[src/pawd_pkg.sv]
// Shared types and constants of the peak envelope decimator.
package pawd_pkg;

    localparam int MAX_POINTS  = 512;
    localparam int POINT_W     = 9;
    localparam int FRAME_W     = 24;
    localparam int CHAN_W      = 8;
    localparam int SCALE_W     = 16;
    localparam int VALUE_W     = 17;
    localparam int STATUS_W    = 2;
    localparam int IN_W        = 18;
    localparam int FRAC_W      = 15;
    localparam int CFG_INDEX_W = 2;
    localparam int CFG_DATA_W  = 24;
    localparam int VALUE_MAX   = 65535;

    localparam logic [CFG_INDEX_W-1:0] REG_FRAME_COUNT   = 2'd0;
    localparam logic [CFG_INDEX_W-1:0] REG_CHANNEL_COUNT = 2'd1;
    localparam logic [CFG_INDEX_W-1:0] REG_SCALE         = 2'd2;

    localparam logic [STATUS_W-1:0] STATUS_OK           = 2'd0;
    localparam logic [STATUS_W-1:0] STATUS_FRAME_ZERO   = 2'd1;
    localparam logic [STATUS_W-1:0] STATUS_BAD_CHANNELS = 2'd2;

    localparam logic [FRAME_W-1:0] FRAME_COUNT_RST   = 24'd0;
    localparam logic [CHAN_W-1:0]  CHANNEL_COUNT_RST = 8'd1;
    localparam logic [SCALE_W-1:0] SCALE_RST         = 16'd32767;

    typedef struct packed {
        logic               restart;
        logic [FRAME_W-1:0] frame_count;
        logic [SCALE_W-1:0] scale;
    } cfg_t;

endpackage

[src/pawd_fifo.sv]
// Small register queue between the front and back parts.
module pawd_fifo #(
    parameter int WIDTH = 20,
    parameter int DEPTH = 4
) (
    input  logic             clk,
    input  logic             rst_n,
    input  logic             push,
    input  logic [WIDTH-1:0] push_data,
    output logic             full,
    input  logic             pop,
    output logic             not_empty,
    output logic [WIDTH-1:0] pop_data
);

    localparam int PTR_W = (DEPTH > 1) ? $clog2(DEPTH) : 1;
    localparam int CNT_W = $clog2(DEPTH + 1);

    logic [WIDTH-1:0] mem_reg [DEPTH];
    logic [PTR_W-1:0] wr_ptr_reg, wr_ptr_next;
    logic [PTR_W-1:0] rd_ptr_reg, rd_ptr_next;
    logic [CNT_W-1:0] count_reg, count_next;
    logic             do_push;
    logic             do_pop;

    assign full      = (count_reg == CNT_W'(DEPTH));
    assign not_empty = (count_reg != '0);
    assign pop_data  = mem_reg[rd_ptr_reg];
    assign do_push   = push && !full;
    assign do_pop    = pop && not_empty;

    always_comb
    begin
        wr_ptr_next = wr_ptr_reg;
        rd_ptr_next = rd_ptr_reg;
        count_next  = count_reg;
        if (do_push)
        begin
            wr_ptr_next = (wr_ptr_reg == PTR_W'(DEPTH - 1)) ? '0 : wr_ptr_reg + 1'b1;
        end
        if (do_pop)
        begin
            rd_ptr_next = (rd_ptr_reg == PTR_W'(DEPTH - 1)) ? '0 : rd_ptr_reg + 1'b1;
        end
        if (do_push && !do_pop)
        begin
            count_next = count_reg + 1'b1;
        end
        else if (do_pop && !do_push)
        begin
            count_next = count_reg - 1'b1;
        end
    end

    always_ff @(posedge clk or negedge rst_n)
    begin
        if (!rst_n)
        begin
            wr_ptr_reg <= '0;
            rd_ptr_reg <= '0;
            count_reg  <= '0;
        end
        else
        begin
            wr_ptr_reg <= wr_ptr_next;
            rd_ptr_reg <= rd_ptr_next;
            count_reg  <= count_next;
        end
    end

    always_ff @(posedge clk)
    begin
        if (do_push)
        begin
            mem_reg[wr_ptr_reg] <= push_data;
        end
    end

endmodule

[src/pawd_front.sv]
// Front part: configuration registers, channel selection, clamping and error checks.
module pawd_front #(
    parameter int MAX_CHANNELS = 8,
    parameter int SAMPLE_LIMIT = 32768,
    parameter int SAMPLE_W     = 17
) (
    input  logic                                clk,
    input  logic                                rst_n,
    input  logic                                cfg_we,
    input  logic [pawd_pkg::CFG_INDEX_W-1:0]    cfg_index,
    input  logic [pawd_pkg::CFG_DATA_W-1:0]     cfg_wdata,
    input  logic                                s_tvalid,
    output logic                                s_tready,
    input  logic signed [pawd_pkg::IN_W-1:0]    sample,
    input  logic                                q_full,
    output logic                                q_push,
    output logic [SAMPLE_W+2:0]                 q_data,
    output pawd_pkg::cfg_t                      cfg
);

    localparam int POS_W = (MAX_CHANNELS > 1) ? $clog2(MAX_CHANNELS) : 1;
    localparam int EXT_W = pawd_pkg::IN_W + 1;
    localparam logic signed [EXT_W-1:0] LIMIT = EXT_W'(SAMPLE_LIMIT);

    logic [pawd_pkg::FRAME_W-1:0]  frame_count_reg, frame_count_next;
    logic [pawd_pkg::CHAN_W-1:0]   channel_count_reg, channel_count_next;
    logic [pawd_pkg::SCALE_W-1:0]  scale_reg, scale_next;
    logic                          restart_reg, restart_next;
    logic [POS_W-1:0]              pos_reg, pos_next;

    logic                          accept;
    logic                          frame_zero;
    logic                          bad_channels;
    logic                          cfg_error;
    logic [pawd_pkg::STATUS_W-1:0] err_status;
    logic [pawd_pkg::CHAN_W:0]     pos_inc;
    logic signed [EXT_W-1:0]       s_ext;
    logic signed [EXT_W-1:0]       s_clamp;

    assign s_tready     = !q_full;
    assign accept       = s_tvalid && s_tready;
    assign frame_zero   = (frame_count_reg == '0);
    assign bad_channels = (channel_count_reg == '0)
                       || (channel_count_reg > pawd_pkg::CHAN_W'(MAX_CHANNELS));
    assign cfg_error    = frame_zero || bad_channels;
    assign err_status   = frame_zero ? pawd_pkg::STATUS_FRAME_ZERO
                                     : pawd_pkg::STATUS_BAD_CHANNELS;
    assign pos_inc      = (pawd_pkg::CHAN_W + 1)'(pos_reg) + 1'b1;

    always_comb
    begin
        s_ext = EXT_W'(sample);
        if (s_ext > LIMIT)
        begin
            s_clamp = LIMIT;
        end
        else if (s_ext < -LIMIT)
        begin
            s_clamp = -LIMIT;
        end
        else
        begin
            s_clamp = s_ext;
        end
    end

    assign q_push = accept && (cfg_error || (pos_reg == '0));
    assign q_data = {cfg_error, err_status, SAMPLE_W'(s_clamp)};

    assign cfg.restart     = restart_reg;
    assign cfg.frame_count = frame_count_reg;
    assign cfg.scale       = scale_reg;

    always_comb
    begin
        frame_count_next   = frame_count_reg;
        channel_count_next = channel_count_reg;
        scale_next         = scale_reg;
        restart_next       = 1'b0;
        pos_next           = pos_reg;
        if (accept && !cfg_error)
        begin
            pos_next = (pos_inc >= {1'b0, channel_count_reg}) ? '0 : POS_W'(pos_inc);
        end
        if (cfg_we)
        begin
            unique case (cfg_index)
                pawd_pkg::REG_FRAME_COUNT:
                begin
                    frame_count_next = cfg_wdata;
                    restart_next     = 1'b1;
                    pos_next         = '0;
                end
                pawd_pkg::REG_CHANNEL_COUNT:
                begin
                    channel_count_next = cfg_wdata[pawd_pkg::CHAN_W-1:0];
                    restart_next       = 1'b1;
                    pos_next           = '0;
                end
                pawd_pkg::REG_SCALE:
                begin
                    scale_next   = cfg_wdata[pawd_pkg::SCALE_W-1:0];
                    restart_next = 1'b1;
                    pos_next     = '0;
                end
                default:
                begin
                    restart_next = 1'b0;
                end
            endcase
        end
    end

    always_ff @(posedge clk or negedge rst_n)
    begin
        if (!rst_n)
        begin
            frame_count_reg   <= pawd_pkg::FRAME_COUNT_RST;
            channel_count_reg <= pawd_pkg::CHANNEL_COUNT_RST;
            scale_reg         <= pawd_pkg::SCALE_RST;
            restart_reg       <= 1'b0;
            pos_reg           <= '0;
        end
        else
        begin
            frame_count_reg   <= frame_count_next;
            channel_count_reg <= channel_count_next;
            scale_reg         <= scale_next;
            restart_reg       <= restart_next;
            pos_reg           <= pos_next;
        end
    end

endmodule

[src/pawd_back.sv]
// Back part: peak tracking, bucket boundaries, scaling and the output register.
module pawd_back #(
    parameter int SAMPLE_W = 17,
    parameter int MAG_W    = 16
) (
    input  logic                                clk,
    input  logic                                rst_n,
    input  pawd_pkg::cfg_t                      cfg,
    input  logic                                q_valid,
    input  logic [SAMPLE_W+2:0]                 q_data,
    output logic                                q_pop,
    output logic                                m_tvalid,
    input  logic                                m_tready,
    output logic signed [pawd_pkg::VALUE_W-1:0] value,
    output logic [pawd_pkg::POINT_W-1:0]        point_index,
    output logic                                last,
    output logic [pawd_pkg::STATUS_W-1:0]       status
);

    localparam int FW  = pawd_pkg::FRAME_W;
    localparam int PW1 = pawd_pkg::POINT_W + 1;
    localparam int PRW = SAMPLE_W + pawd_pkg::SCALE_W + 1;
    localparam logic signed [PRW-1:0] ROUND = PRW'((2 ** pawd_pkg::FRAC_W) - 1);
    localparam logic signed [PRW-1:0] VMAX  = PRW'(pawd_pkg::VALUE_MAX);

    // Capture state.
    logic [FW-1:0]                 frame_reg, frame_next;
    logic [pawd_pkg::POINT_W-1:0]  bucket_reg, bucket_next;
    logic [FW-1:0]                 end_reg, end_next;
    logic [PW1-1:0]                acc_reg, acc_next;
    logic signed [SAMPLE_W-1:0]    best_reg, best_next;
    logic [MAG_W-1:0]              mag_reg, mag_next;

    // Multiplier operand stage.
    logic                          s1_valid_reg, s1_valid_next;
    logic                          s1_err_reg;
    logic [pawd_pkg::STATUS_W-1:0] s1_status_reg;
    logic signed [SAMPLE_W-1:0]    s1_sample_reg;
    logic [pawd_pkg::POINT_W-1:0]  s1_index_reg;
    logic                          s1_last_reg;

    // Product stage.
    logic                          s2_valid_reg, s2_valid_next;
    logic                          s2_err_reg;
    logic [pawd_pkg::STATUS_W-1:0] s2_status_reg;
    logic signed [PRW-1:0]         s2_prod_reg, s2_prod_next;
    logic [pawd_pkg::POINT_W-1:0]  s2_index_reg;
    logic                          s2_last_reg;

    // Output register.
    logic                          out_valid_reg, out_valid_next;
    logic signed [pawd_pkg::VALUE_W-1:0] value_reg, value_next;
    logic [pawd_pkg::POINT_W-1:0]  index_reg;
    logic                          last_reg;
    logic [pawd_pkg::STATUS_W-1:0] status_reg;

    logic                          adv;
    logic                          pop;
    logic                          e_err;
    logic [pawd_pkg::STATUS_W-1:0] e_status;
    logic signed [SAMPLE_W-1:0]    e_sample;
    logic [MAG_W-1:0]              e_mag;
    logic                          take;
    logic signed [SAMPLE_W-1:0]    best_new;
    logic [MAG_W-1:0]              mag_new;
    logic [FW-1:0]                 frame_inc;
    logic                          hit;
    logic                          few_frames;
    logic [PW1-1:0]                pts;
    logic [FW-1:0]                 quot;
    logic [PW1-1:0]                rem;
    logic                          is_last;
    logic [PW1-1:0]                acc_sum;
    logic                          carry;
    logic signed [PRW-1:0]         adj;
    logic signed [PRW-1:0]         shifted;

    assign adv      = !out_valid_reg || m_tready;
    assign pop      = q_valid && adv;
    assign q_pop    = pop;
    assign e_err    = q_data[SAMPLE_W+2];
    assign e_status = q_data[SAMPLE_W+1:SAMPLE_W];
    assign e_sample = q_data[SAMPLE_W-1:0];

    assign e_mag    = e_sample[SAMPLE_W-1] ? MAG_W'(-e_sample) : MAG_W'(e_sample);
    assign take     = (e_mag >= mag_reg);
    assign best_new = take ? e_sample : best_reg;
    assign mag_new  = take ? e_mag : mag_reg;

    assign frame_inc  = frame_reg + 1'b1;
    assign hit        = (frame_inc >= end_reg);
    assign few_frames = (cfg.frame_count < FW'(pawd_pkg::MAX_POINTS));
    assign pts        = few_frames ? PW1'(cfg.frame_count) : PW1'(pawd_pkg::MAX_POINTS);
    assign quot       = few_frames ? FW'(1) : (cfg.frame_count >> pawd_pkg::POINT_W);
    assign rem        = few_frames ? '0 : PW1'(cfg.frame_count[pawd_pkg::POINT_W-1:0]);
    assign is_last    = ((PW1'(bucket_reg) + 1'b1) >= pts);
    assign acc_sum    = acc_reg + rem;
    assign carry      = (acc_sum >= PW1'(pawd_pkg::MAX_POINTS));

    always_comb
    begin
        frame_next  = frame_reg;
        bucket_next = bucket_reg;
        end_next    = end_reg;
        acc_next    = acc_reg;
        best_next   = best_reg;
        mag_next    = mag_reg;
        if (cfg.restart)
        begin
            frame_next  = '0;
            bucket_next = '0;
            end_next    = quot;
            acc_next    = rem;
            best_next   = '0;
            mag_next    = '0;
        end
        else if (pop && !e_err)
        begin
            if (hit)
            begin
                best_next = '0;
                mag_next  = '0;
                if (is_last)
                begin
                    frame_next  = '0;
                    bucket_next = '0;
                    end_next    = quot;
                    acc_next    = rem;
                end
                else
                begin
                    frame_next  = frame_inc;
                    bucket_next = bucket_reg + 1'b1;
                    end_next    = end_reg + quot + FW'(carry);
                    acc_next    = carry ? acc_sum - PW1'(pawd_pkg::MAX_POINTS) : acc_sum;
                end
            end
            else
            begin
                frame_next = frame_inc;
                best_next  = best_new;
                mag_next   = mag_new;
            end
        end
    end

    // The product is truncated toward zero before saturation.
    assign s2_prod_next = $signed(s1_sample_reg) * $signed({1'b0, cfg.scale});
    assign adj          = s2_prod_reg[PRW-1] ? s2_prod_reg + ROUND : s2_prod_reg;
    assign shifted      = adj >>> pawd_pkg::FRAC_W;

    always_comb
    begin
        if (s2_err_reg)
        begin
            value_next = '0;
        end
        else if (shifted > VMAX)
        begin
            value_next = pawd_pkg::VALUE_W'(VMAX);
        end
        else if (shifted < -VMAX)
        begin
            value_next = pawd_pkg::VALUE_W'(-VMAX);
        end
        else
        begin
            value_next = pawd_pkg::VALUE_W'(shifted);
        end
    end

    assign s1_valid_next  = adv ? (pop && (e_err || hit)) : s1_valid_reg;
    assign s2_valid_next  = adv ? s1_valid_reg : s2_valid_reg;
    assign out_valid_next = adv ? s2_valid_reg : out_valid_reg;

    always_ff @(posedge clk or negedge rst_n)
    begin
        if (!rst_n)
        begin
            frame_reg     <= '0;
            bucket_reg    <= '0;
            end_reg       <= '0;
            acc_reg       <= '0;
            best_reg      <= '0;
            mag_reg       <= '0;
            s1_valid_reg  <= 1'b0;
            s2_valid_reg  <= 1'b0;
            out_valid_reg <= 1'b0;
        end
        else
        begin
            frame_reg     <= frame_next;
            bucket_reg    <= bucket_next;
            end_reg       <= end_next;
            acc_reg       <= acc_next;
            best_reg      <= best_next;
            mag_reg       <= mag_next;
            s1_valid_reg  <= s1_valid_next;
            s2_valid_reg  <= s2_valid_next;
            out_valid_reg <= out_valid_next;
        end
    end

    always_ff @(posedge clk)
    begin
        if (adv)
        begin
            s1_err_reg    <= e_err;
            s1_status_reg <= e_status;
            s1_sample_reg <= best_new;
            s1_index_reg  <= e_err ? '0 : bucket_reg;
            s1_last_reg   <= e_err || is_last;

            s2_err_reg    <= s1_err_reg;
            s2_status_reg <= s1_status_reg;
            s2_prod_reg   <= s2_prod_next;
            s2_index_reg  <= s1_index_reg;
            s2_last_reg   <= s1_last_reg;

            value_reg     <= value_next;
            index_reg     <= s2_index_reg;
            last_reg      <= s2_last_reg;
            status_reg    <= s2_err_reg ? s2_status_reg : pawd_pkg::STATUS_OK;
        end
    end

    assign m_tvalid    = out_valid_reg;
    assign value       = value_reg;
    assign point_index = index_reg;
    assign last        = last_reg;
    assign status      = status_reg;

endmodule

[src/peak_abs_waveform_decimator_unit.sv]
// Peak envelope decimator: a result per bucket of channel-0 samples, per input on error.
// Throughput: one input transaction per cycle while the output side keeps up.
// The result of a bucket passes, after the transaction that closes it, through the
// queue, multiplier operand stage, product stage and output register.
// Reset: asynchronous, active low; configuration returns to its defaults and the
// capture starts at frame zero. Every write to a defined register restarts the capture.
module peak_abs_waveform_decimator_unit #(
    parameter int MAX_CHANNELS = 8,
    parameter int SAMPLE_LIMIT = 32768
) (
    input  logic                             clk,
    input  logic                             rst_n,
    input  logic                             cfg_we,
    input  logic [pawd_pkg::CFG_INDEX_W-1:0] cfg_index,
    input  logic [pawd_pkg::CFG_DATA_W-1:0]  cfg_wdata,
    input  logic                             s_tvalid,
    output logic                             s_tready,
    input  logic [23:0]                      s_tdata,   // [17:0] sample
    output logic                             m_tvalid,
    input  logic                             m_tready,
    output logic [31:0]                      m_tdata,   // [16:0] value, [25:17] point_index
    output logic                             m_tlast,
    output logic [pawd_pkg::STATUS_W-1:0]    m_tuser    // [1:0] status
);

    localparam int MAG_W    = $clog2(SAMPLE_LIMIT + 1);
    localparam int SAMPLE_W = MAG_W + 1;
    localparam int ENTRY_W  = SAMPLE_W + 3;
    localparam int Q_DEPTH  = 4;

    pawd_pkg::cfg_t                      cfg;
    logic                                q_push;
    logic                                q_full;
    logic                                q_pop;
    logic                                q_valid;
    logic [ENTRY_W-1:0]                  q_in;
    logic [ENTRY_W-1:0]                  q_out;
    logic signed [pawd_pkg::VALUE_W-1:0] value;
    logic [pawd_pkg::POINT_W-1:0]        point_index;

    pawd_front #(
        .MAX_CHANNELS (MAX_CHANNELS),
        .SAMPLE_LIMIT (SAMPLE_LIMIT),
        .SAMPLE_W     (SAMPLE_W)
    ) u_front (
        .clk       (clk),
        .rst_n     (rst_n),
        .cfg_we    (cfg_we),
        .cfg_index (cfg_index),
        .cfg_wdata (cfg_wdata),
        .s_tvalid  (s_tvalid),
        .s_tready  (s_tready),
        .sample    ($signed(s_tdata[pawd_pkg::IN_W-1:0])),
        .q_full    (q_full),
        .q_push    (q_push),
        .q_data    (q_in),
        .cfg       (cfg)
    );

    pawd_fifo #(
        .WIDTH (ENTRY_W),
        .DEPTH (Q_DEPTH)
    ) u_fifo (
        .clk       (clk),
        .rst_n     (rst_n),
        .push      (q_push),
        .push_data (q_in),
        .full      (q_full),
        .pop       (q_pop),
        .not_empty (q_valid),
        .pop_data  (q_out)
    );

    pawd_back #(
        .SAMPLE_W (SAMPLE_W),
        .MAG_W    (MAG_W)
    ) u_back (
        .clk         (clk),
        .rst_n       (rst_n),
        .cfg         (cfg),
        .q_valid     (q_valid),
        .q_data      (q_out),
        .q_pop       (q_pop),
        .m_tvalid    (m_tvalid),
        .m_tready    (m_tready),
        .value       (value),
        .point_index (point_index),
        .last        (m_tlast),
        .status      (m_tuser)
    );

    assign m_tdata = {6'b0, point_index, value};

endmodule

[config.mk]
export PLATFORM = sky130hd
export DESIGN_NAME = peak_abs_waveform_decimator_unit
export DESIGN_NICKNAME = d
export VERILOG_FILES = /design/src/pawd_pkg.sv /design/src/pawd_fifo.sv /design/src/pawd_front.sv /design/src/pawd_back.sv /design/src/peak_abs_waveform_decimator_unit.sv
export SDC_FILE = /design/constraint.sdc
export NUM_CORES = 1
export LEC_CHECK = 0
export BUFFER_PORTS_ARGS = -buffer_cell sky130_fd_sc_hd__buf_2
export CELL_PAD_IN_SITES_DETAIL_PLACEMENT = 1
export CELL_PAD_IN_SITES_GLOBAL_PLACEMENT = 1
export CORE_MARGIN = 2
export CORE_UTILIZATION = 29
export DETAILED_ROUTE_END_ITERATION = 10
export PLACE_DENSITY_LB_ADDON = 0.1
export SYNTH_ARGS = -nofsm -noshare
export SYNTH_HDL_FRONTEND = slang
export SYNTH_SLANG_ARGS = --single-unit
[constraint.sdc]
create_clock -name clk -period 15.93 [get_ports clk]
set_input_delay 2.3895 -clock clk [delete_from_list [all_inputs] [get_ports clk]]
set_output_delay 2.3895 -clock clk [all_outputs]
set_load 0.005 [all_outputs]
==> qor.yml, run 1 <==
slew_viol_final: 0
antenna_found_initial: 4
cts-root-buf: "clkbuf_16"
fin_nets: 3143
grt_pass1_vias: 21100
start_util_pct: 29.2
slew-limit-headroom_pct: 16.3
io_pins: 92
drive_gt1_share_pct: 11.2
maxCapViolations: 0
stdcell_area_um2: 31000
grt_pass1_wl_um: 120000
fin_hold_ws_ps: 418
layout_common_cells: "401 x inv_1, 283 x fa_1, 261 x nand2_1"
finClkSkew_ps: 18.9
cts_resized: 0
cts_hold_buf: 0
viasPerCell: 4.73
postCtsSetupBuffers: 0
htree_levels: 2
postSynthCellCount: 2583
tightest_slew_ps: 1260
synth-edff-count: 186
dpl_cell_area_um2: 29500
routed_wirelength_um: 75200
syn_area_per_cell_um2: 10.7
grt_max_degree: 61
final.setup.tns_ps: 0
portBuffers: 79
fp.dieArea_um2: 98000
slowest_delay_ps: 890
drtIter0Drc: 767
path_cells: "nand2_1 > fa_1 > inv_1 > fa_1 > inv_1 > fa_1 > inv_1 > fa_1 > inv_1 > fa_1 > inv_1 > fa_1 > ha_1 > a21oi_1 > o21ai_0 > a221oi_1 > a21oi_1 > o21a_1 > o2111ai_1 > nand3_1"
yosys_register_bits: 348
status: "completed"
finalHoldViolations: 0
core_area_um2: 94900
setup_viol_count_final: 0
ys_seq_area_share_pct: 34.9
drc_errors: 0
post-route-min-period_ps: 7120
ys.flop_type: "edfxtp_1"
clock_latency_ps: 620
mostFrequentLayoutCell: "inv_1"
die_h_um: 313
cp-end-kind: "register"
largest_reg_flops: 80
rsz0062_at_grt: "no"
avgRoutedWirePerCell_um: 19.1
clock.fmax_mhz: 141
clkSinkCount: 348
crit_type: "reg2reg"
dr.pass1.iters: 5
dp_hpwl_um: 57200
syn2layout_area_growth_pct: 11.8
numCtsBuffers: 46
critPathSlowestCell: "edfxtp_1"
rows: 113
vias: 18600
critical_path_peak_fanout: 16
async_flop_share_pct: 46.6
cts_tree: "yes"
syn-cell-area_um2: 27700
yosys_warnings: 0
start_kind: "register"
post-place-ws_ps: 8790
drt.antenna.violating_nets: 0
cp_common_cell: "fa_1"
arrival_ps: 7450
clk_path_buf_depth: 3
fin_crit_sh_pct: 44.7
critPathRequiredTime_ps: 16260
clkTransAtPathRegs_ps: 60
die_w_um: 313
gp_congestion: 0.772
hp-class: "reg2reg"
ys_types: 85
layout_setup_ws_ps: 8810
grt_overflow: 0
track_usage_pct: 15.7
## worst max-delay path: cells and delay by family (launching register included)
kind	cells	cell delay, ps
and+or+nand+nor	2	330
buffers and inverters	5	280
AOI/OAI and AO/OA	6	1820
DFF	1	890
adders and majority gates	7	3470
## through the flow
| step | util [%] | cells |
|---|---|---|
| 6_report | 32.6 | 3932 |
| 5_1_grt | 32.6 | 3930 |
| 4_1_cts | 32.6 | 3930 |
| 3_5_place_dp | 31.0 | 3847 |
| 3_3_place_gp | 31.0 | 3847 |
| 2_1_floorplan | - | 2588 |
## metal layers
layer | vias up | track usage [%] | wire length, um
met1 | 9694 | 20.5 | 34700
met5 | - | 0 | 0
met2 | 190 | 27.3 | 37100
met3 | 78 | 2.35 | 2070
li1 | 8653 | - | -
met4 | 0 | 3.48 | 1420
## Yosys cell counts (7+ instances only)
| library cell | number | area (um^2) |
|---|---|---|
| dfrtp_1 | 146 | 3650 |
| nor2b_1 | 15 | 93.8 |
| a21oi_1 | 77 | 385 |
| edfxtp_1 | 186 | 5590 |
| nor4_1 | 18 | 113 |
| clkbuf_1 | 86 | 323 |
| buf_2 | 10 | 50.1 |
| buf_4 | 7 | 52.6 |
| inv_1 | 401 | 1510 |
| o21ai_0 | 38 | 190 |
| o21a_1 | 12 | 90.1 |
| and2_1 | 163 | 1020 |
| mux2_2 | 64 | 721 |
| nor3_1 | 28 | 140 |
| fa_1 | 283 | 5670 |
| and3_1 | 16 | 100 |
| nand2_1 | 261 | 980 |
| a22o_1 | 24 | 210 |
| o211ai_1 | 9 | 67.6 |
| o31ai_1 | 7 | 52.6 |
| or3_1 | 13 | 81.3 |
| a31oi_1 | 19 | 119 |
| mux4_2 | 15 | 338 |
| nand2b_1 | 29 | 181 |
| xor2_1 | 44 | 385 |
| nand4_1 | 17 | 106 |
| a32o_1 | 16 | 160 |
| o21bai_1 | 7 | 52.6 |
| a21o_1 | 45 | 338 |
| nand3_1 | 39 | 195 |
| ha_1 | 175 | 2190 |
| o21ai_1 | 33 | 165 |
| dfstp_2 | 16 | 420 |
| nor2_1 | 82 | 308 |
| xnor2_1 | 67 | 587 |
| nor3b_1 | 7 | 52.6 |
## area by class of cell
type / count / area [um^2]
fill: 10500 / 63900
multi-input combinational: 1729 / 16100
sequential: 348 / 9660
tap: 1265 / 1580
inverter: 403 / 1510
clock buffer: 54 / 1250
timing repair buffer: 102 / 574
clock inverter: 29 / 256
antenna: 2 / 5.00
## logic make-up (layout without fill, tap and decap cells)
group | after synthesis | after routing | share of synthesized area (%)
simple gates | 718 | 718 | 13.1
buf+inv | 511 | 588 | 7.13
fa+ha+maj | 458 | 458 | 28.4
compound gates | 349 | 349 | 8.64
flops | 348 | 348 | 34.9
xor+xnor | 111 | 111 | 3.51
mux | 87 | 87 | 4.34
other cells | 1 | 8 | 0.0135
## worst paths after layout
kind,start,to,slack (ps),cells after the start
setup / recovery,u_back.s1_sample_reg[7],u_back.s2_prod_reg[22],8810,20
hold / removal,u_back.s2_last_reg,u_back.last,420,0
setup reg to reg,u_back.s1_sample_reg[7],u_back.s2_prod_reg[22],8810,20
hold reg to reg,u_back.s2_last_reg,u_back.last,420,0
max in group asynchronous,rst_n,u_fifo.rd_ptr_reg[0],12890,2
min in group asynchronous,rst_n,u_back.bucket_reg[1],1760,1
Power of run 1 is not shown: default switching activity piles up to over one toggle a cycle in this logic, so the estimate is an artifact.
==> inputs of run 2 (changes only) <==
clock period = 7.15 ns   (was 15.93 ns; I/O delays follow)
==> qor.yml, run 2 (synthesized netlist as in run 1, its figures left out) <==
clkSinkCount: 348
fin_nets: 3169
hold_start: "u_back.s1_index_reg[4]"
cp-end-kind: "register"
reg2reg_slack_ps: 530
arrival_ps: 6990
vias: 18400
slew_viol_final: 0
syn2layout_area_growth_pct: 12.9
postCtsSetupBuffers: 0
grt_pass1_wl_um: 118000
finClkSkew_ps: 35.2
rsz0062_at_grt: "no"
tightest_slew_ps: 1140
post-route-min-period_ps: 6620
drt.antenna.violating_nets: 0
portBuffers: 79
die_w_um: 313
clock.fmax_mhz: 151
largest_reg_flops: 80
grt_max_degree: 98
antenna_found_initial: 3
start_util_pct: 29.2
crit_start: "u_front.scale_reg[5]"
track_usage_pct: 15.3
clk_path_buf_depth: 3
final.setup.tns_ps: 0
grt_overflow: 0
clkTransAtPathRegs_ps: 60
maxCapViolations: 0
setup_viol_count_final: 0
die_h_um: 313
grt_pass1_vias: 20800
numCtsBuffers: 46
hp-class: "reg2reg"
status: "completed"
layout_common_cells: "401 x inv_1, 283 x fa_1, 261 x nand2_1"
mostFrequentLayoutCell: "inv_1"
finalHoldViolations: 0
core_area_um2: 94900
critPathRequiredTime_ps: 7520
routed_wirelength_um: 74000
rows: 113
critical_path_peak_fanout: 18
gp_congestion: 0.802
cts_hold_buf: 0
avgRoutedWirePerCell_um: 18.7
fp.dieArea_um2: 98000
dr.pass1.iters: 5
htree_levels: 2
dp_hpwl_um: 58000
clock_latency_ps: 630
drtIter0Drc: 600
slew-limit-headroom_pct: 23.2
drc_errors: 0
cts-root-buf: "clkbuf_16"
io_pins: 92
crit_type: "reg2reg"
cts_tree: "yes"
fin_hold_ws_ps: 413
cts_resized: 0
fin_crit_sh_pct: 92.5
start_kind: "register"
rr_startpoint: "u_front.scale_reg[5]"
drive_gt1_share_pct: 11.7
viasPerCell: 4.64
[run 2: changes by cell type in the layout (fill, tap and decap cells not counted), sizes merged]
| cell | delta |
|---|---|
| bufinv | +7 |
| clkinvlp | -5 |
| diode | -1 |
| inv | -1 |
| buf | +26 |
| clkbuf | +4 |
| clkinv | -2 |
[run 2: worst max-delay path, cell delays in order, from the launching register on]
cell	delay, ps
dfstp_2	820
nand2_1	130
fa_1	500
inv_1	50
fa_1	530
inv_1	50
fa_1	500
inv_1	50
fa_1	480
inv_1	60
fa_1	530
inv_1	50
fa_1	480
ha_1	360
a21oi_1	170
o21ai_0	140
a22o_1	300
a41oi_1	400
o211ai_1	210
a31o_1	280
a21oi_1	180
xnor2_1	100
[run 2: final timing paths]
path | to | depth (start not counted)
worst max-delay path | u_back.s2_prod_reg[31] | 21
worst min-delay path | u_back.s2_index_reg[4] | 0
worst max register to register | u_back.s2_prod_reg[31] | 21
worst min register to register | u_back.s2_index_reg[4] | 0
max in group asynchronous | u_back.end_reg[5] | 2
min in group asynchronous | u_back.bucket_reg[1] | 1
[run 2: final cells by class]
class	instances	area, um^2
Timing Repair Buffer	128	769
Antenna cell	1	2.50
Clock inverter	28	419
Sequential cell	348	9660
Clock buffer	58	1230
Multi-Input combinational cell	1729	16100
Fill cell	10500	63600
Tap cell	1265	1580
Inverter	403	1510
[run 2: stage by stage]
| stage | instances | cell area, um^2 | setup slack, ps | utilization, % |
|---|---|---|---|---|
| after global placement | 3873 | 29600 | 471 | 31.2 |
| after floorplan | 2588 | 27700 | 883 | - |
| after detailed placement | 3873 | 29600 | 451 | 31.2 |
| after CTS | 3959 | 31300 | 445 | 33.0 |
| after global routing | 3959 | 31300 | 127 | 33.0 |
| final | 3960 | 31300 | 534 | 33.0 |
[run 2: metal layers]
layer	track usage (%)	up-vias	share of wire [%]
met5	0	-	0
met4	3.81	0	2.2
met3	2.16	78	2.2
met2	26.0	150	48
met1	20.4	9452	48
li1	-	8708	-
Power of run 2 is left out for the same reason.
